[src/hw/rtl/muce_pkg.sv]
// ---------------------------------------------------------------------------
// Multi-channel UART exchange package
// Shared types and constants for the exchange lanes, transmitter and top.
// ---------------------------------------------------------------------------
package muce_pkg;

   localparam int LINE_COUNT  = 8;     // receive lines visible on the item
   localparam int FRAME_BITS  = 10;    // start, eight data bits, stop
   localparam int ELAPSED_W   = 22;    // holds 4095 ms worth of microseconds
   localparam int TIME_W      = 24;    // sample and bit times within one exchange
   localparam int PERIOD_W    = 16;
   localparam int TIMEOUT_W   = 12;
   localparam int DELAY_W     = 20;
   localparam int USE_W       = 4;
   localparam int CSR_INDEX_W = 2;
   localparam int CSR_DATA_W  = 20;
   localparam int MS_TICKS    = 1000;  // microseconds per millisecond

   localparam logic [PERIOD_W-1:0]  BIT_PERIOD_RESET = 16'd104;
   localparam logic [TIMEOUT_W-1:0] TIMEOUT_RESET    = 12'd100;

   typedef enum logic {
      OP_START = 1'b0,
      OP_TICK  = 1'b1
   } opcode_type;

   typedef enum logic [CSR_INDEX_W-1:0] {
      CSR_BIT_PERIOD  = 2'd0,
      CSR_TIMEOUT     = 2'd1,
      CSR_TX_DELAY    = 2'd2,
      CSR_RX_IN_USE   = 2'd3
   } csr_index_type;

   typedef enum logic [3:0] {
      RX_DISCONNECTED = 4'b0001,
      RX_WAITING      = 4'b0010,
      RX_RUNNING      = 4'b0100,
      RX_DONE         = 4'b1000
   } rx_mode_type;

   typedef struct packed {
      opcode_type  opcode;
      logic [7:0]  tx_byte;
      logic [7:0]  rx_levels;
   } req_payload_type;

   typedef struct packed {
      logic        tx_line;
      logic        exchange_active;
      logic [7:0]  done_mask;
      logic [7:0]  connected_mask;
      logic [63:0] received_bytes;
   } rsp_payload_type;

   // Control handed from the top level to each receive lane.
   typedef struct packed {
      logic                start;
      logic                tick;
      logic                in_use;
      logic                level;
      logic [TIME_W-1:0]   now;
      logic [PERIOD_W-1:0] period;
      logic [PERIOD_W:0]   period_1p5;
   } lane_ctrl_type;

   // What a lane reports back to the merging stage.
   typedef struct packed {
      logic       busy_now;
      logic       busy_next;
      logic       connected;
      logic       done;
      logic [7:0] data;
   } lane_status_type;

   typedef struct packed {
      logic level;
      logic active_now;
      logic active_next;
   } tx_status_type;

endpackage

[src/hw/rtl/muce_rx_lane.sv]
// ---------------------------------------------------------------------------
// Receive lane
// One 8N1 receiver: waits for the start edge, then samples eight data bits.
// ---------------------------------------------------------------------------
module muce_rx_lane
   import muce_pkg::*;
(
   input  logic            clock,
   input  logic            reset,
   input  lane_ctrl_type   ctrl,
   output lane_status_type status
);

   rx_mode_type       mode_ff,  mode_in;
   logic [7:0]        byte_ff,  byte_in;
   logic [2:0]        cnt_ff,   cnt_in;
   logic [TIME_W-1:0] next_ff,  next_in;

   always_comb begin
      mode_in = mode_ff;
      byte_in = byte_ff;
      cnt_in  = cnt_ff;
      next_in = next_ff;
      if (ctrl.start) begin
         if (ctrl.in_use && ctrl.level) begin
            mode_in = RX_WAITING;
            byte_in = 8'd0;
            cnt_in  = 3'd0;
         end else begin
            mode_in = RX_DISCONNECTED;
         end
      end else if (ctrl.tick) begin
         unique case (mode_ff)
            RX_WAITING: begin
               if (!ctrl.level) begin
                  mode_in = RX_RUNNING;
                  next_in = ctrl.now + TIME_W'(ctrl.period_1p5);
               end
            end
            RX_RUNNING: begin
               if (next_ff <= ctrl.now) begin
                  byte_in = byte_ff | (8'(ctrl.level) << cnt_ff);
                  cnt_in  = cnt_ff + 3'd1;
                  next_in = next_ff + TIME_W'(ctrl.period);
                  if (cnt_ff == 3'd7) begin
                     mode_in = RX_DONE;
                  end
               end
            end
            default: begin
            end
         endcase
      end
   end

   always_ff @(posedge clock) begin
      if (reset) begin
         mode_ff <= RX_DISCONNECTED;
      end else begin
         mode_ff <= mode_in;
      end
   end

   always_ff @(posedge clock) begin
      byte_ff <= byte_in;
      cnt_ff  <= cnt_in;
      next_ff <= next_in;
   end

   assign status.busy_now  = (mode_ff == RX_WAITING) || (mode_ff == RX_RUNNING);
   assign status.busy_next = (mode_in == RX_WAITING) || (mode_in == RX_RUNNING);
   assign status.connected = (mode_in != RX_DISCONNECTED);
   assign status.done      = (mode_in == RX_DONE);
   assign status.data      = byte_in;

endmodule

[src/hw/rtl/muce_tx.sv]
// ---------------------------------------------------------------------------
// Transmitter
// Shifts out one 8N1 frame, one bit per bit period after the start delay.
// ---------------------------------------------------------------------------
module muce_tx
   import muce_pkg::*;
(
   input  logic                clock,
   input  logic                reset,
   input  logic                start,
   input  logic                tick,
   input  logic [7:0]          tx_byte,
   input  logic [DELAY_W-1:0]  delay,
   input  logic [TIME_W-1:0]   now,
   input  logic [PERIOD_W-1:0] period,
   output tx_status_type       status
);

   logic [FRAME_BITS-1:0] frame_ff, frame_in;
   logic [3:0]            count_ff, count_in;
   logic [TIME_W-1:0]     next_ff,  next_in;
   logic                  level_ff, level_in;

   always_comb begin
      frame_in = frame_ff;
      count_in = count_ff;
      next_in  = next_ff;
      level_in = level_ff;
      if (start) begin
         frame_in = {1'b1, tx_byte, 1'b0};
         count_in = 4'd0;
         next_in  = TIME_W'(delay);
         level_in = 1'b1;
      end else if (tick && (next_ff <= now) && (count_ff < 4'(FRAME_BITS))) begin
         level_in = frame_ff[count_ff];
         count_in = count_ff + 4'd1;
         next_in  = next_ff + TIME_W'(period);
      end
   end

   always_ff @(posedge clock) begin
      if (reset) begin
         frame_ff <= '1;
         count_ff <= 4'(FRAME_BITS);
         next_ff  <= '0;
         level_ff <= 1'b1;
      end else begin
         frame_ff <= frame_in;
         count_ff <= count_in;
         next_ff  <= next_in;
         level_ff <= level_in;
      end
   end

   assign status.level       = level_in;
   assign status.active_now  = (count_ff < 4'(FRAME_BITS));
   assign status.active_next = (count_in < 4'(FRAME_BITS));

endmodule

[src/hw/rtl/multi_channel_uart_exchange_top.sv]
// ---------------------------------------------------------------------------
// Multi-channel UART exchange, top level
// One 8N1 transmitter and parallel 8N1 receive lanes run as a timed exchange.
// ---------------------------------------------------------------------------
// The block takes one item per clock while its skid register is empty and
// returns exactly one result item for each. Each result is registered as its
// item is taken, so it can go out in the next cycle unless the output stalls.
// A start item loads the transmit byte, marks every in-use receive line that
// is high as waiting and clears the elapsed time. Each tick item is one
// microsecond of sampled line levels; it advances the exchange only while
// the elapsed time is below the timeout and a receiver is still pending or
// transmit bits remain. All receive lanes and the transmitter update in the
// same cycle, so the block can take one item every clock while not stalled.
// The result carries the transmit line level, whether the exchange is
// still active, the done and connected masks, and the received bytes (zero
// for lanes that have not finished). An output register backed by a one-item
// skid register lets the block take a new item while a result waits to be
// taken. The bit period and timeout act at once when written; the transmit
// delay and the number of receivers in use take effect at the next start.
// ---------------------------------------------------------------------------
module multi_channel_uart_exchange_top
   import muce_pkg::*;
#(
   parameter int NUM_RECEIVERS = 8
)
(
   input  logic                   clock,
   input  logic                   reset,

   input  logic                   req_valid,
   output logic                   req_stall,
   input  req_payload_type        req_payload,

   output logic                   rsp_valid,
   input  logic                   rsp_stall,
   output rsp_payload_type        rsp_payload,

   input  logic                   csr_wr_en,
   input  logic [CSR_INDEX_W-1:0] csr_index,
   input  logic [CSR_DATA_W-1:0]  csr_data
);

   // The item carries eight line levels, so receivers above the eighth could
   // never connect; only the lanes that can see a line are built.
   localparam int NUM_LANES = (NUM_RECEIVERS < LINE_COUNT) ? NUM_RECEIVERS : LINE_COUNT;

   // Configuration registers. The 1.5 bit period used when a receiver arms is
   // kept alongside the bit period so the arming add has only two operands.
   logic [PERIOD_W-1:0]  period_ff,     period_in;
   logic [PERIOD_W:0]    period_1p5_ff, period_1p5_in;
   logic [TIMEOUT_W-1:0] timeout_ff,    timeout_in;
   logic [DELAY_W-1:0]   delay_ff,      delay_in;
   logic [USE_W-1:0]     in_use_ff,     in_use_in;

   always_comb begin
      period_in     = period_ff;
      period_1p5_in = period_1p5_ff;
      timeout_in    = timeout_ff;
      delay_in      = delay_ff;
      in_use_in     = in_use_ff;
      if (csr_wr_en) begin
         unique case (csr_index)
            CSR_BIT_PERIOD: begin
               period_in     = csr_data[PERIOD_W-1:0];
               period_1p5_in = (PERIOD_W+1)'(csr_data[PERIOD_W-1:0])
                             + (PERIOD_W+1)'(csr_data[PERIOD_W-1:1]);
            end
            CSR_TIMEOUT: begin
               timeout_in = csr_data[TIMEOUT_W-1:0];
            end
            CSR_TX_DELAY: begin
               delay_in = csr_data[DELAY_W-1:0];
            end
            CSR_RX_IN_USE: begin
               in_use_in = csr_data[USE_W-1:0];
            end
         endcase
      end
   end

   always_ff @(posedge clock) begin
      if (reset) begin
         period_ff     <= BIT_PERIOD_RESET;
         period_1p5_ff <= (PERIOD_W+1)'(BIT_PERIOD_RESET) + (PERIOD_W+1)'(BIT_PERIOD_RESET >> 1);
         timeout_ff    <= TIMEOUT_RESET;
         delay_ff      <= '0;
         in_use_ff     <= '0;
      end else begin
         period_ff     <= period_in;
         period_1p5_ff <= period_1p5_in;
         timeout_ff    <= timeout_in;
         delay_ff      <= delay_in;
         in_use_ff     <= in_use_in;
      end
   end

   // Handshake. The skid register catches the item accepted while the output
   // register is held, so input is stalled only when the skid is occupied or
   // while reset is held.
   logic            req_accept;
   logic            out_free;
   logic            rsp_valid_ff;
   logic            skid_valid_ff;
   rsp_payload_type rsp_payload_ff;
   rsp_payload_type skid_payload_ff;
   rsp_payload_type result_c;

   assign req_stall  = skid_valid_ff || reset;
   assign req_accept = req_valid && !req_stall;
   assign out_free   = !rsp_valid_ff || !rsp_stall;

   // Exchange timing. The elapsed count never passes the timeout limit, so
   // every time value in one exchange fits the narrow time width.
   logic [ELAPSED_W-1:0] elapsed_ff, elapsed_in;
   logic [ELAPSED_W-1:0] limit_c;
   logic [TIME_W-1:0]    now_c;
   logic                 any_busy_now;
   logic                 any_busy_next;
   logic                 running_now;
   logic                 start_c;
   logic                 tick_c;
   tx_status_type        tx_status;

   assign limit_c     = ELAPSED_W'(timeout_ff) * ELAPSED_W'(MS_TICKS);
   assign now_c       = TIME_W'(elapsed_ff) + TIME_W'(1);
   assign running_now = (elapsed_ff < limit_c) && (any_busy_now || tx_status.active_now);
   assign start_c     = req_accept && (req_payload.opcode == OP_START);
   assign tick_c      = req_accept && (req_payload.opcode == OP_TICK) && running_now;

   always_comb begin
      elapsed_in = elapsed_ff;
      if (start_c) begin
         elapsed_in = '0;
      end else if (tick_c) begin
         elapsed_in = elapsed_ff + ELAPSED_W'(1);
      end
   end

   always_ff @(posedge clock) begin
      if (reset) begin
         elapsed_ff <= '0;
      end else begin
         elapsed_ff <= elapsed_in;
      end
   end

   // Receive lanes, one per visible line, all stepping on the same tick.
   lane_ctrl_type   lane_ctrl   [NUM_LANES];
   lane_status_type lane_status [NUM_LANES];

   for (genvar i = 0; i < NUM_LANES; i++) begin : g_lane
      assign lane_ctrl[i].start      = start_c;
      assign lane_ctrl[i].tick       = tick_c;
      assign lane_ctrl[i].in_use     = (in_use_ff > USE_W'(i));
      assign lane_ctrl[i].level      = req_payload.rx_levels[i];
      assign lane_ctrl[i].now        = now_c;
      assign lane_ctrl[i].period     = period_ff;
      assign lane_ctrl[i].period_1p5 = period_1p5_ff;

      muce_rx_lane u_lane (
         .clock  (clock),
         .reset  (reset),
         .ctrl   (lane_ctrl[i]),
         .status (lane_status[i])
      );
   end

   muce_tx u_tx (
      .clock   (clock),
      .reset   (reset),
      .start   (start_c),
      .tick    (tick_c),
      .tx_byte (req_payload.tx_byte),
      .delay   (delay_ff),
      .now     (now_c),
      .period  (period_ff),
      .status  (tx_status)
   );

   // Merging stage: gather lane reports into masks and the byte word. The
   // result describes the state after the item, so it uses next-state reports.
   logic [7:0]  done_c;
   logic [7:0]  conn_c;
   logic [63:0] bytes_c;

   always_comb begin
      done_c        = '0;
      conn_c        = '0;
      bytes_c       = '0;
      any_busy_now  = 1'b0;
      any_busy_next = 1'b0;
      for (int j = 0; j < NUM_LANES; j++) begin
         done_c[j]           = lane_status[j].done;
         conn_c[j]           = lane_status[j].connected;
         bytes_c[8*j +: 8]   = lane_status[j].done ? lane_status[j].data : 8'd0;
         any_busy_now        = any_busy_now  | lane_status[j].busy_now;
         any_busy_next       = any_busy_next | lane_status[j].busy_next;
      end
   end

   assign result_c.tx_line         = tx_status.level;
   assign result_c.exchange_active = (elapsed_in < limit_c)
                                   && (any_busy_next || tx_status.active_next);
   assign result_c.done_mask       = done_c;
   assign result_c.connected_mask  = conn_c;
   assign result_c.received_bytes  = bytes_c;

   // Output register and skid register.
   always_ff @(posedge clock) begin
      if (reset) begin
         rsp_valid_ff  <= 1'b0;
         skid_valid_ff <= 1'b0;
      end else if (out_free) begin
         rsp_valid_ff  <= skid_valid_ff || req_accept;
         skid_valid_ff <= 1'b0;
      end else if (req_accept) begin
         skid_valid_ff <= 1'b1;
      end
   end

   always_ff @(posedge clock) begin
      if (out_free) begin
         rsp_payload_ff <= skid_valid_ff ? skid_payload_ff : result_c;
      end
      if (!out_free && req_accept) begin
         skid_payload_ff <= result_c;
      end
   end

   assign rsp_valid   = rsp_valid_ff;
   assign rsp_payload = rsp_payload_ff;

endmodule

[config.mk]
export PLATFORM = sky130hd
export DESIGN_NAME = multi_channel_uart_exchange_top
export DESIGN_NICKNAME = d
export VERILOG_FILES = /design/src/hw/rtl/muce_pkg.sv /design/src/hw/rtl/muce_rx_lane.sv /design/src/hw/rtl/muce_tx.sv /design/src/hw/rtl/multi_channel_uart_exchange_top.sv
export SDC_FILE = /design/constraint.sdc
export NUM_CORES = 2
export LEC_CHECK = 0
export ABC_AREA = 1
export ABC_CLOCK_PERIOD_IN_PS = 19000
export BUFFER_PORTS_ARGS = -buffer_cell sky130_fd_sc_hd__buf_2
export CORE_MARGIN = 5
export CORE_UTILIZATION = 50
export CTS_CLUSTER_SIZE = 25
export DETAILED_ROUTE_END_ITERATION = 6
export MAX_ROUTING_LAYER = met4
export PLACE_DENSITY = 0.66
export RECOVER_POWER = 50
export SYNTH_ARGS = -nofsm -noshare
export SYNTH_HDL_FRONTEND = slang
export SYNTH_SLANG_ARGS = --single-unit
[constraint.sdc]
create_clock -name clock -period 19 [get_ports clock]
set_input_delay 3.8 -clock clock [delete_from_list [all_inputs] [get_ports clock]]
set_output_delay 3.8 -clock clock [all_outputs]
set_load 0.1 [all_outputs]
==> summary.md <==
| Metric | Value |
|---|---|
| Status | `finished, violations left` |
| Violated checks | `max-capacitance violations, max-slew violations` |
| Worst hold path depth | `2` |
| Final setup viols | `0` |
| CP Capture Type | `register` |
| Top Layer Used | `met4` |
| EDFF count, synth | `380` |
| Initial antenna violation count | `4` |
| IO buf count | `127` |
| FF-to-FF Start | `timeout_ff[0]` |
| Most frequent cells in the layout | `nand2_1 (1160), inv_1 (637), ha_1 (481)` |
| Total GRT Usage | `0.258` |
| Worst-Skew Late Latency | `approximately 660 ps` |
| Setup TNS | `0 ps` |
| Yosys cell types | `61` |
| End of the worst hold path | `delay_ff[18]` |
| Synthesized instance count | `5120` |
| Worst vdd ir | `a little under 0.07 mV` |
| Max_cap viols | `9` |
| DRC Markers | `0` |
| Final WL | `~110 mm` |
| Reg2Reg Depth | `38` |
| Share of cells above drive strength 1 | `0.0506` |
| RePlAce Congestion | `0.903` |
| Rows | `between 100 and 150` |
| WS Path Type | `in2reg` |
| Synthesized net count | `5693` |
| Hold_sp | `delay_ff[18]` |
| Crit path DAT | `10000 ps` |
| Worst Skew | `54.2 ps` |
| Vias in the first global route | `33800` |
| Register area share after synthesis | `0.385` |
| Worst setup SP type | `primary input` |
| I/O pin total | `128` |
| Crit path max fanout | `65` |
| Seq cells post-synth | `around 600` |
| Hold Path Class | `reg2reg` |
| Met3 wire length | `a little over 6 mm` |
| Placed wire-length estimate | `about 85 mm` |
| Met2 Routed Length | `roughly 54 mm` |
| Syn Area/Cell | `approximately 8 um2` |
| Worst path required time | `between 15000 and 20000 ps` |
| CTS Buf Count | `73` |
| DIE WIDTH | `roughly 300 um` |
| Tmin final | `~9500 ps` |
| Post-Syn Area | `slightly above 40000 um2` |
| Clk pin slew, worst setup/hold paths | `~60 ps` |
| Clock Path Buffers | `3` |
| # Post-CTS Setup Buffers | `0` |
| Area leader, netlist | `edfxtp_1` |
| Antenna-violating nets left | `0` |
| Final nets | `just under 6000` |
| Die Height | `between 200 and 300 um` |
| Lkg Pwr | `20.7 nW` |
| GRT overflow | `0` |
| Synthesis-to-finish area growth | `9.96%` |
| Share of the synthesized area in the top cell type | `0.275` |
| Part of the cycle the worst path needs | `0.499` |
| Final Util | `0.555` |
| Slew Limit Headroom | `-1.60` |
| PwrDens | `around 80 nW/um2` |
| Drt initial violations | `2490` |
| Hold_buf cts | `0` |
| Commonest non-fill, non-tap cell in the layout | `nand2_1` |
| Synth Warn # | `0` |
| Fmax | `105 MHz` |
| Critical R2R Capture | `skid_payload_ff[80]` |
| Commonest register cell after synthesis | `edfxtp_1` |
| Pin count of the biggest net entering global routing | `77` |
| Final Hold Vio Count | `0` |
| # resized after CTS | `0` |
| Reg2Reg Setup Slack | `9980 ps` |
| H-tree Lvls | `3` |
| Count of pins over their slew limit | `about 400` |
| Post-Route M1 WL | `50.5 mm` |
| First drt pass iteration count | `6` |
| Via density | `5.50` |
| Clk sink count | `~610` |
| RSZ-0062 raised after global routing | `false` |
| CTS root buffer | `clkbuf_16` |
| First-pass GRT wire length | `181 mm` |
| Synth area leaders | `edfxtp_1 (28%), ha_1 (15%), dfxtp_1 (11%)` |
| Core area | `82100 um2` |
| Initial core utilization | `0.505` |
| Ys async rst share | `0` |
| CTS tree | `done` |
| DR WL/cell | `17.8 um` |
| Tightest Pin Transition | `around 3900 ps` |
| Via Count | `35100` |
| Die Area | `about 89000 um2` |
worst max-delay path, stage by stage:
cell	delay [ps]
clkbuf_1	90
nor2_1	80
inv_1	60
nor2_1	200
inv_1	90
nor2_1	610
clkbuf_1	2440
nand3_1	1280
o21ai_0	490
inv_1	130
nor2_1	160
nand3_1	130
inv_2	180
nand2_1	100
o21ai_1	130
metal layers:
layer	track usage	vias to the layer above
met2	0.434	878
li1	-	17600
met1	0.328	16400
met5	-	-
met4	0.0795	0
met3	0.0310	187
report_power, final:
group / switching, W / internal [W]
combinational: 0.000486 / 0.000239
clock: 0.000600 / 0.000828
sequential: 0.0000273 / 0.00145
total: 0.00111 / 0.00252
area by class of cell:
class / count / area [um2]
Inverter: 656 / 2460
Timing Repair Buffer: 179 / 862
Fill cell: 7600 / 36500
Clock inverter: 29 / 440
Tap cell: 1070 / 1340
Multi-Input combinational cell: 3730 / 22500
Clock buffer: 100 / 1990
Sequential cell: 607 / 16000
Antenna cell: 2 / 5.00
cell usage after synthesis (5+ instances only):
cell type / count
a2111oi_0: 5
a211oi_1: 16
a21boi_0: 8
a21o_1: 6
a21oi_1: 411
a31oi_1: 50
and2_1: 11
buf_1: 11
buf_2: 13
buf_6: 5
clkbuf_1: 96
clkinv_1: 7
dfxtp_1: 227
edfxtp_1: 380
fa_1: 48
ha_1: 481
inv_1: 635
inv_2: 14
nand2_1: 1160
nand3_1: 240
nand3_2: 5
nand4_1: 68
nor2_1: 402
nor2_2: 14
nor3_1: 55
nor3_2: 5
nor3b_1: 5
nor4_1: 25
o211ai_1: 10
o21a_1: 16
o21ai_0: 369
o21ai_1: 34
o21bai_1: 5
o221ai_1: 5
o22ai_1: 53
o22ai_2: 8
o31ai_1: 9
or2_2: 16
xnor2_1: 65
xor2_1: 93
state kept, by name, indices dropped and copies added (netlist names), 4 cells and up:
register	count
timeout_ff	12
period_1p5_ff	17
period_ff	16
g_lane.u_lane.cnt_ff	24
delay_ff	20
g_lane.u_lane.byte_ff	64
u_tx.next_ff	24
in_use_ff	4
u_tx.count_ff	4
rsp_payload	82
u_tx.frame_ff	9
skid_payload_ff	82
elapsed_ff	22
g_lane.u_lane.next_ff	192
g_lane.u_lane.mode_ff	32
cell families after synthesis:
logic type	Yosys count	synth area share
AOI/OAI and AO/OA	1014	0.133
xor gates and xnor gates	163	0.0359
adders and majority gates	529	0.168
buffers and inverters	783	0.0722
DFF	607	0.385
muxes	3	0.000724
and+or+nand+nor	2021	0.205
stage by stage:
step / instance area (um2) / instances / worst slack, ps / hold slack (ps) / total power, W
after floorplan: 41500 / 5120 / 9080 / 420 / 0.00206
after global placement: 43400 / 6242 / 10280 / 434 / 0.00222
after detailed placement: 43400 / 6242 / 10110 / 437 / 0.00223
after CTS: 45900 / 6371 / 10130 / 446 / 0.00366
after global routing: 45600 / 6373 / 8860 / 457 / 0.00382
final: 45600 / 6373 / 9520 / 445 / 0.00363
worst max-delay path by stage:
stage / to / from / cells after the start
2_1_floorplan: g_lane[4].u_lane.next_ff[0] / reset / 11
3_3_place_gp: skid_payload_ff[80] / timeout_ff[0] / 36
3_5_place_dp: skid_payload_ff[80] / timeout_ff[0] / 36
4_1_cts: skid_payload_ff[80] / timeout_ff[0] / 36
5_1_grt: rsp_payload[18] / reset / 15
6_report: rsp_payload[22] / reset / 15
Power figures use the tool's default switching activity.
